[config.mk]
export PLATFORM = sky130hd
export DESIGN_NAME = dds_command_serializer_flat
export DESIGN_NICKNAME = d
export VERILOG_FILES = /design/src/design/dcs_pkg.sv /design/src/design/dcs_cmd_if.sv /design/src/design/dcs_byte_if.sv /design/src/design/dds_command_serializer.sv /design/src/design/dcs_front.sv /design/src/design/dcs_queue.sv /design/src/design/dcs_back.sv /design/src/flat_wrapper.sv
export VERILOG_INCLUDE_DIRS = /design/src /design/src/design
export SDC_FILE = /design/constraint.sdc
export NUM_CORES = 2
export LEC_CHECK = 0
export BUFFER_PORTS_ARGS = -buffer_cell sky130_fd_sc_hd__buf_4
export CORE_AREA = 2 2 249 251
export DETAILED_ROUTE_END_ITERATION = 8
export DIE_AREA = 0 0 251 253
export PLACE_DENSITY = 0.85
export SLEW_MARGIN = 15
export SYNTH_ARGS = -nofsm -noshare
export SYNTH_HDL_FRONTEND = slang
export SYNTH_HIERARCHICAL = 1
export SYNTH_SLANG_ARGS = --single-unit
[constraint.sdc]
create_clock -name clk -period 17.1 [get_ports clk]
set_clock_uncertainty 0.2 [all_clocks]
set_input_delay 0.855 -clock clk [delete_from_list [all_inputs] [get_ports clk]]
set_output_delay 0.855 -clock clk [all_outputs]
set_load 0.02 [all_outputs]
[src/design/dds_command_serializer_assert.svh]
// Assertion macros shared by the serializer modules.
`ifndef DDS_COMMAND_SERIALIZER_ASSERT_SVH
`define DDS_COMMAND_SERIALIZER_ASSERT_SVH

// Condition holds at every clock edge outside reset.
`define DCS_ASSERT_HOLDS(label, cond) \
  label: assert property (@(posedge clk) disable iff (rst) (cond)) \
    else $error("dcs assertion failed");

// Same-cycle implication.
`define DCS_ASSERT_IMPLIES(label, ante, cons) \
  label: assert property (@(posedge clk) disable iff (rst) (ante) |-> (cons)) \
    else $error("dcs assertion failed");

// Next-cycle implication.
`define DCS_ASSERT_NEXT(label, ante, cons) \
  label: assert property (@(posedge clk) disable iff (rst) (ante) |=> (cons)) \
    else $error("dcs assertion failed");

`endif

[src/design/dcs_pkg.sv]
// Types and constants of the DDS command serializer.
package dcs_pkg;

  typedef enum logic [1:0] {
    KIND_FREQ  = 2'd0,
    KIND_AMP   = 2'd1,
    KIND_PHASE = 2'd2,
    KIND_NONE  = 2'd3
  } kind_t;

  localparam int unsigned PLAN_BYTES = 7;
  localparam int unsigned IDX_W      = $clog2(PLAN_BYTES);

  typedef struct packed {
    logic [PLAN_BYTES-1:0][7:0] bytes;
    logic [IDX_W-1:0]           nbytes;
  } plan_t;

  localparam logic [7:0] ADDR_CSR = 8'h00;
  localparam logic [7:0] ADDR_FTW = 8'h04;
  localparam logic [7:0] ADDR_POW = 8'h05;
  localparam logic [7:0] ADDR_ACR = 8'h06;
  localparam logic [7:0] CSR_CH0  = 8'h10;

  localparam logic [IDX_W-1:0] NBYTES_FREQ  = IDX_W'(7);
  localparam logic [IDX_W-1:0] NBYTES_AMP   = IDX_W'(6);
  localparam logic [IDX_W-1:0] NBYTES_PHASE = IDX_W'(5);
  localparam logic [IDX_W-1:0] IDX_CSR_END  = IDX_W'(1);

  localparam int unsigned NUM_CHANNELS = 4;

  localparam logic [28:0] FREQ_MAX   = 29'd499999999;
  localparam logic [28:0] AMP_MAX    = 29'd1023;
  localparam logic [28:0] PHASE_MAX  = 29'd359;
  localparam logic [15:0] AMP_ENABLE = 16'h1000;

  // Tuning word = floor(f * 2^32 / 500e6) = floor(f * 2^24 / 1953125),
  // done as floor(f * ceil(2^74 / 1953125) / 2^50), exact for f < 2^29.
  localparam logic [127:0] SYS_CLOCK_HZ = 128'd500000000;
  localparam logic [127:0] FTW_DIV      = SYS_CLOCK_HZ / 128'd256;
  localparam int unsigned  FTW_SHIFT    = 50;
  localparam logic [127:0] FTW_RECIP_WIDE =
    ((128'd1 << (FTW_SHIFT + 24)) + FTW_DIV - 128'd1) / FTW_DIV;
  localparam logic [53:0]  FTW_RECIP    = FTW_RECIP_WIDE[53:0];
  localparam logic [26:0]  FTW_RECIP_LO = FTW_RECIP[26:0];
  localparam logic [26:0]  FTW_RECIP_HI = FTW_RECIP[53:27];

  // Phase word = floor(deg * 16384 / 360) = floor(deg * 2048 / 45).
  localparam int unsigned PHASE_FULL  = 16384;
  localparam int unsigned DEG_FULL    = 360;
  localparam int unsigned PH_GCD      = 8;
  localparam int unsigned PH_NUM      = PHASE_FULL / PH_GCD;
  localparam int unsigned PH_DEN      = DEG_FULL / PH_GCD;
  localparam int unsigned PH_NUM_LOG2 = $clog2(PH_NUM);
  localparam int unsigned PH_SHIFT    = 26;
  localparam logic [20:0] PH_RECIP    =
    21'(((32'd1 << PH_SHIFT) + PH_DEN - 32'd1) / PH_DEN);

  localparam int unsigned Q_DEPTH = 2;
  localparam int unsigned Q_PTR_W = $clog2(Q_DEPTH);
  localparam int unsigned Q_CNT_W = $clog2(Q_DEPTH + 1);

endpackage

[src/design/dcs_cmd_if.sv]
// Command channel: kind, channel and value with valid/ready.
interface dcs_cmd_if;
  logic        valid;
  logic        ready;
  logic [1:0]  kind;
  logic [2:0]  channel;
  logic [28:0] value;

  modport source (output valid, kind, channel, value, input ready);
  modport sink (input valid, kind, channel, value, output ready);
endinterface

[src/design/dcs_byte_if.sv]
// Byte channel: serial bytes with framing flags and valid/ready.
interface dcs_byte_if;
  logic       valid;
  logic       ready;
  logic [7:0] serial_byte;
  logic       frame_end;
  logic       pulse_update;
  logic       last;

  modport source (output valid, serial_byte, frame_end, pulse_update, last, input ready);
  modport sink (input valid, serial_byte, frame_end, pulse_update, last, output ready);
endinterface

[src/design/dds_command_serializer.sv]
// A taken command is registered in the scaling stage, written to the plan queue, then
// loaded byte by byte into the output register. Throughput: one byte per cycle from the
// back end while tx.ready is high; frequency, amplitude and phase commands are 7, 6 and 5
// bytes. A two-entry plan queue and a one-stage scaling pipeline let the front run ahead.
// Commands on channels above 3 or of kind 3 are taken and dropped.
// Reset: synchronous; clears only s1_valid, queue pointers, count, idx and out_valid.
module dds_command_serializer (
  input  logic        clk,
  input  logic        rst,
  dcs_cmd_if.sink     cmd,
  dcs_byte_if.source  tx
);

  logic           push_valid;
  logic           push_ready;
  dcs_pkg::plan_t push_data;
  logic           head_valid;
  logic           pop;
  dcs_pkg::plan_t head;

  dcs_front u_front (
    .clk        (clk),
    .rst        (rst),
    .cmd        (cmd),
    .push_valid (push_valid),
    .push_ready (push_ready),
    .push_data  (push_data)
  );

  dcs_queue u_queue (
    .clk        (clk),
    .rst        (rst),
    .push_valid (push_valid),
    .push_ready (push_ready),
    .push_data  (push_data),
    .pop_valid  (head_valid),
    .pop        (pop),
    .pop_data   (head)
  );

  dcs_back u_back (
    .clk        (clk),
    .rst        (rst),
    .head_valid (head_valid),
    .head       (head),
    .pop        (pop),
    .tx         (tx)
  );

endmodule

[src/design/dcs_front.sv]
// Front end: takes commands, saturates, scales and builds the byte plan.
module dcs_front (
  input  logic            clk,
  input  logic            rst,
  dcs_cmd_if.sink         cmd,
  output logic            push_valid,
  input  logic            push_ready,
  output dcs_pkg::plan_t  push_data
);

  logic                  s1_valid;
  logic                  s1_valid_next;
  dcs_pkg::kind_t        s1_kind;
  logic [1:0]            s1_channel;
  logic [55:0]           s1_plo;
  logic [55:0]           s1_phi;
  logic [15:0]           s1_word;

  dcs_pkg::kind_t        in_kind;
  logic                  legal;
  logic                  take;
  logic [28:0]           fv;
  logic [9:0]            av;
  logic [8:0]            pv;
  logic [19:0]           ph_x;
  logic [40:0]           ph_prod;
  logic [15:0]           amp_word;
  logic [15:0]           ph_word;
  logic [82:0]           ftw_sum;
  logic [31:0]           ftw;

  assign in_kind   = dcs_pkg::kind_t'(cmd.kind);
  assign legal     = (32'(cmd.channel) < dcs_pkg::NUM_CHANNELS) &&
                     (in_kind != dcs_pkg::KIND_NONE);
  assign cmd.ready = !s1_valid || push_ready;
  assign take      = cmd.valid && cmd.ready;

  always_comb begin
    fv = (cmd.value > dcs_pkg::FREQ_MAX) ? dcs_pkg::FREQ_MAX : cmd.value;
    av = (cmd.value > dcs_pkg::AMP_MAX) ? dcs_pkg::AMP_MAX[9:0] : cmd.value[9:0];
    pv = (cmd.value > dcs_pkg::PHASE_MAX) ? dcs_pkg::PHASE_MAX[8:0] : cmd.value[8:0];
    ph_x     = 20'(pv) << dcs_pkg::PH_NUM_LOG2;
    ph_prod  = 41'(ph_x) * 41'(dcs_pkg::PH_RECIP);
    amp_word = 16'(av) | dcs_pkg::AMP_ENABLE;
    ph_word  = {2'b00, ph_prod[dcs_pkg::PH_SHIFT +: 14]};
  end

  always_comb begin
    s1_valid_next = s1_valid && !push_ready;
    if (take) begin
      s1_valid_next = legal;
    end
  end

  always_ff @(posedge clk) begin
    if (rst) begin
      s1_valid <= 1'b0;
    end else begin
      s1_valid <= s1_valid_next;
    end
  end

  always_ff @(posedge clk) begin
    if (take) begin
      s1_kind    <= in_kind;
      s1_channel <= cmd.channel[1:0];
      s1_plo     <= 56'(fv) * 56'(dcs_pkg::FTW_RECIP_LO);
      s1_phi     <= 56'(fv) * 56'(dcs_pkg::FTW_RECIP_HI);
      s1_word    <= (in_kind == dcs_pkg::KIND_AMP) ? amp_word : ph_word;
    end
  end

  assign ftw_sum = {s1_phi, 27'd0} + 83'(s1_plo);
  assign ftw     = ftw_sum[dcs_pkg::FTW_SHIFT +: 32];

  always_comb begin
    push_data.bytes    = '0;
    push_data.bytes[0] = dcs_pkg::ADDR_CSR;
    push_data.bytes[1] = dcs_pkg::CSR_CH0 << s1_channel;
    unique case (s1_kind)
      dcs_pkg::KIND_FREQ: begin
        push_data.bytes[2] = dcs_pkg::ADDR_FTW;
        push_data.bytes[3] = ftw[31:24];
        push_data.bytes[4] = ftw[23:16];
        push_data.bytes[5] = ftw[15:8];
        push_data.bytes[6] = ftw[7:0];
        push_data.nbytes   = dcs_pkg::NBYTES_FREQ;
      end
      dcs_pkg::KIND_AMP: begin
        push_data.bytes[2] = dcs_pkg::ADDR_ACR;
        push_data.bytes[3] = 8'h00;
        push_data.bytes[4] = s1_word[15:8];
        push_data.bytes[5] = s1_word[7:0];
        push_data.nbytes   = dcs_pkg::NBYTES_AMP;
      end
      default: begin
        push_data.bytes[2] = dcs_pkg::ADDR_POW;
        push_data.bytes[3] = s1_word[15:8];
        push_data.bytes[4] = s1_word[7:0];
        push_data.nbytes   = dcs_pkg::NBYTES_PHASE;
      end
    endcase
  end

  assign push_valid = s1_valid;

endmodule

[src/design/dcs_queue.sv]
// Two-entry plan queue between front and back ends.
`include "dds_command_serializer_assert.svh"

module dcs_queue (
  input  logic                   clk,
  input  logic                   rst,
  input  logic                   push_valid,
  output logic                   push_ready,
  input  dcs_pkg::plan_t         push_data,
  output logic                   pop_valid,
  input  logic                   pop,
  output dcs_pkg::plan_t         pop_data
);

  dcs_pkg::plan_t                  mem [dcs_pkg::Q_DEPTH];
  logic [dcs_pkg::Q_PTR_W-1:0]     wr_ptr;
  logic [dcs_pkg::Q_PTR_W-1:0]     rd_ptr;
  logic [dcs_pkg::Q_CNT_W-1:0]     count;
  logic                            push;

  assign push_ready = (32'(count) < dcs_pkg::Q_DEPTH);
  assign pop_valid  = (count != '0);
  assign push       = push_valid && push_ready;
  assign pop_data   = mem[rd_ptr];

  always_ff @(posedge clk) begin
    if (rst) begin
      wr_ptr <= '0;
      rd_ptr <= '0;
      count  <= '0;
    end else begin
      if (push) begin
        wr_ptr <= wr_ptr + 1'b1;
      end
      if (pop) begin
        rd_ptr <= rd_ptr + 1'b1;
      end
      if (push && !pop) begin
        count <= count + 1'b1;
      end else if (pop && !push) begin
        count <= count - 1'b1;
      end
    end
  end

  always_ff @(posedge clk) begin
    if (push) begin
      mem[wr_ptr] <= push_data;
    end
  end

  `DCS_ASSERT_HOLDS(a_count_bound, 32'(count) <= dcs_pkg::Q_DEPTH)
  `DCS_ASSERT_IMPLIES(a_no_pop_empty, pop, pop_valid)
  `DCS_ASSERT_NEXT(a_fill, push && !pop && count == 2'd1, count == 2'd2)

endmodule

[src/design/dcs_back.sv]
// Back end: walks head plan, emits a byte per cycle if ready.
`include "dds_command_serializer_assert.svh"

module dcs_back (
  input  logic             clk,
  input  logic             rst,
  input  logic             head_valid,
  input  dcs_pkg::plan_t   head,
  output logic             pop,
  dcs_byte_if.source       tx
);

  logic [dcs_pkg::IDX_W-1:0] idx;
  logic                      out_valid;
  logic [7:0]                out_byte;
  logic                      out_fend;
  logic                      out_upd;
  logic                      out_last;
  logic                      adv;
  logic                      load;
  logic                      is_last;

  assign adv     = !out_valid || tx.ready;
  assign load    = adv && head_valid;
  assign is_last = (idx == head.nbytes - 1'b1);
  assign pop     = load && is_last;

  always_ff @(posedge clk) begin
    if (rst) begin
      idx       <= '0;
      out_valid <= 1'b0;
    end else begin
      if (adv) begin
        out_valid <= head_valid;
      end
      if (load) begin
        idx <= is_last ? '0 : idx + 1'b1;
      end
    end
  end

  always_ff @(posedge clk) begin
    if (load) begin
      out_byte <= head.bytes[idx];
      out_fend <= is_last || (idx == dcs_pkg::IDX_CSR_END);
      out_upd  <= is_last;
      out_last <= is_last;
    end
  end

  assign tx.valid        = out_valid;
  assign tx.serial_byte  = out_byte;
  assign tx.frame_end    = out_fend;
  assign tx.pulse_update = out_upd;
  assign tx.last         = out_last;

  `DCS_ASSERT_IMPLIES(a_idx_bound, head_valid, idx < head.nbytes)
  `DCS_ASSERT_IMPLIES(a_last_flags, out_valid && out_last, out_fend && out_upd)
  `DCS_ASSERT_IMPLIES(a_csr_byte, out_valid && out_fend && !out_last,
                      $onehot(out_byte[7:4]) && out_byte[3:0] == 4'h0)

endmodule

[src/flat_wrapper.sv]
// flat-port wrapper written by rule: the top's interface ports become plain ports
module dds_command_serializer_flat 
  (clk, rst, cmd_valid, cmd_kind, cmd_channel, cmd_value, cmd_ready, tx_valid, tx_serial_byte, tx_frame_end, tx_pulse_update, tx_last, tx_ready);
  dcs_cmd_if cmd_i ();
  dcs_byte_if tx_i ();
  input  logic clk;
  input  logic rst;
  input wire logic [$bits(cmd_i.valid)-1:0] cmd_valid;
  input wire logic [$bits(cmd_i.kind)-1:0] cmd_kind;
  input wire logic [$bits(cmd_i.channel)-1:0] cmd_channel;
  input wire logic [$bits(cmd_i.value)-1:0] cmd_value;
  output wire logic [$bits(cmd_i.ready)-1:0] cmd_ready;
  output wire logic [$bits(tx_i.valid)-1:0] tx_valid;
  output wire logic [$bits(tx_i.serial_byte)-1:0] tx_serial_byte;
  output wire logic [$bits(tx_i.frame_end)-1:0] tx_frame_end;
  output wire logic [$bits(tx_i.pulse_update)-1:0] tx_pulse_update;
  output wire logic [$bits(tx_i.last)-1:0] tx_last;
  input wire logic [$bits(tx_i.ready)-1:0] tx_ready;
  assign cmd_i.valid = cmd_valid;
  assign cmd_i.kind = cmd_kind;
  assign cmd_i.channel = cmd_channel;
  assign cmd_i.value = cmd_value;
  assign cmd_ready = cmd_i.ready;
  assign tx_valid = tx_i.valid;
  assign tx_serial_byte = tx_i.serial_byte;
  assign tx_frame_end = tx_i.frame_end;
  assign tx_pulse_update = tx_i.pulse_update;
  assign tx_last = tx_i.last;
  assign tx_i.ready = tx_ready;
  dds_command_serializer u_core (.clk(clk), .rst(rst), .cmd(cmd_i), .tx(tx_i));
endmodule
==> reports/metrics.csv <==
metric,value,unit
max_slew headroom,25.7,%
Tightest Hold Check Type,input port to flip-flop,
predominant post-synthesis flop cell,edfxtp_1,
dpl hpwl,76100,um
nets@finish,4598,
kind of end point of the critical path,flip-flop,
H-Tree Depth,1,
GRT Total Usage,29.6,%
synthesis-to-finish area growth,5.40,%
first-pass GRT wire length,144000,um
CP max-delay cell,nor3_1,
largest net degree at the start of global routing,60,
Vias/cell,5.75,
Yosys top cell area share,28.5,%
input/output buffers,50,
Top-Level Pins,51,
min cycle time layout,9.99,ns
via count,24300,
most frequent cell on the critical path,fa_1,
Post-CTS Setup Repair Bufs,0,
outcome,"complete, no violations",
Root Driver,clkbuf_16,
Sinks on Clock Net,234,
YS warnings,6,
"Cell Area, Synth",36000,sq um
CP peak stage delay,0.62,ns
CTS Buf Count,25,
Synth Area per Inst,10.7,sq um
crit path DAT,10.11,ns
RSZ-0062 raised after global routing,no,
max-cap violation count,0,
Async SR Flop Fraction,0,%
vias in the first global route,26000,
CP Launch Type,input port,
die area,63500,sq um
worst skew pair latency,0.59,ns
clock-pin slew on the worst setup and hold paths,0.06,ns
clock buffer depth,3,
max-slew violations,0,
Hold Buf Count CTS,0,
Die Height,253,um
WS Path Type,input port to flip-flop,
GPL Wtd Cong,1.01,
ant diodes,0,
antenna-violating nets left,0,
Initial Utilization,59.0,%
fillers,4838,
Setup TNS,0,ns
antenna violations before repair,4,
core footprint,61000,sq um
Die X,251,um
synth top area cells,"fa_1, ha_1, edfxtp_1",
period utilization,58.4,%
DRT iter0 DRCs,2034,
Post-synth EDFFs,224,
"Setup violations, final",0,
# DRC,0,
Fin. Hold Viols,0,
wire per inst,21.4,um
critical path peak fanout,24,
WL final,90400,um
Seq cells post-synth,234,
"most common cell after layout, fill and taps aside",inv_1,
CTS tree,done,
"Remaining Overflow, GRT",0,
Yosys cell types,85,
Synth area leader,fa_1,
Achievable Freq,0.100,GHz
"Seq/Total Area, Yosys",19.2,%
synthesized instance count,3376,
post-CTS sizing,0,
actual slew at the worst max-slew pin,1.11,ns
layout cells sized above 1,5.92,%
worst path required time,17.22,ns
FP Rows,91,
most frequent cells in the layout,"inv_1, ha_1, fa_1",
drt first pass iters,6,
cell usage after synthesis (24+ instances only):
master	count
inv_1	847
ha_1	638
fa_1	513
edfxtp_1	224
a21oi_1	138
nand2_1	93
nor2_1	82
xnor2_1	76
o21ai_0	72
xor2_1	67
a21o_1	65
mux2_2	49
clkbuf_1	45
nand3_1	33
nand2b_1	32
nand4_1	31
nor3_1	24
stage by stage:
step	cells	util [%]	hold WS, ns	worst slack, ns	area, sq um
floorplan	3393	-	0.274	8.40	36100
global placement	4172	60.9	0.295	6.85	37200
detailed placement	4172	60.9	0.292	6.71	37200
CTS	4218	62.2	0.261	7.28	38000
global route	4218	62.2	0.263	6.76	38000
finish	4218	62.2	0.285	7.11	38000
routing by layer:
metal	GRT usage (%)	up-vias	part of all wire, %
li1	-	11100	-
met4	9.90	8	3.9
met2	48.5	955	46
met1	40.2	12000	42
met3	4.85	218	7.5
met5	0	-	0.063
sequential cells by signal (all words and copies together), names as in the netlist, 3 cells and up, named ones only:
signal,count
u_core/u_queue/mem,118
u_core/u_back/idx,3
u_core/u_front/s1_phi,54
u_core/u_front/s1_plo,24
u_core/u_front/s1_word,14
u_core/u_back/tx.serial_byte,8
cell type report:
class,instances,area [sq um],share of cell area (%)
Timing Repair Buffer,67,503,1.32
Clock buffer,28,637,1.68
Sequential cell,234,6930,18.2
Clock inverter,18,171,0.451
Inverter,847,3180,8.37
Multi-Input combinational cell,2234,25600,67.3
Tap cell,790,988,2.60
final timing paths:
| kind | end | cells past startpoint | start | slack [ns] |
|---|---|---|---|---|
| max | u_core/u_front/s1_plo[50]$_DFFE_PP_ | 29 | cmd_value[8] | 7.11 |
| min | u_core/u_front/s1_channel[1]$_DFFE_PP_ | 1 | cmd_channel[1] | 0.28 |
| max reg2reg | u_core/u_queue/mem[1][27]$_DFFE_PP_ | 10 | u_core/u_front/s1_plo[42]$_DFFE_PP_ | 13.26 |
| min reg2reg | u_core/u_back/tx.valid$_SDFFE_PP0P_ | 2 | u_core/u_back/tx.valid$_SDFFE_PP0P_ | 0.30 |
cell families after synthesis:
kind of cell    Yosys count  synth area share [%]
fa+ha+maj              1151                  50.7
buf+inv                 925                  10.0
compound gates          441                  7.97
simple gates            400                  5.77
flops                   234                  19.2
xor+xnor                146                  3.61
mux                      77                  2.73
other cells               2                0.0208
critical path: cells and delay by family:
| kind | cells | cell delay (ns) |
|---|---|---|
| AO/OA/AOI/OAI | 10 | 2.57 |
| buffers and inverters | 6 | 0.94 |
| AND/OR/NAND/NOR | 4 | 1.80 |
| XOR/XNOR | 1 | 0.16 |
| adder cells (fa/ha/maj) | 8 | 3.76 |
Power is left out: the tool's default activity adds up to more than one toggle a clock period on the data nets, which glitch-free logic cannot reach.
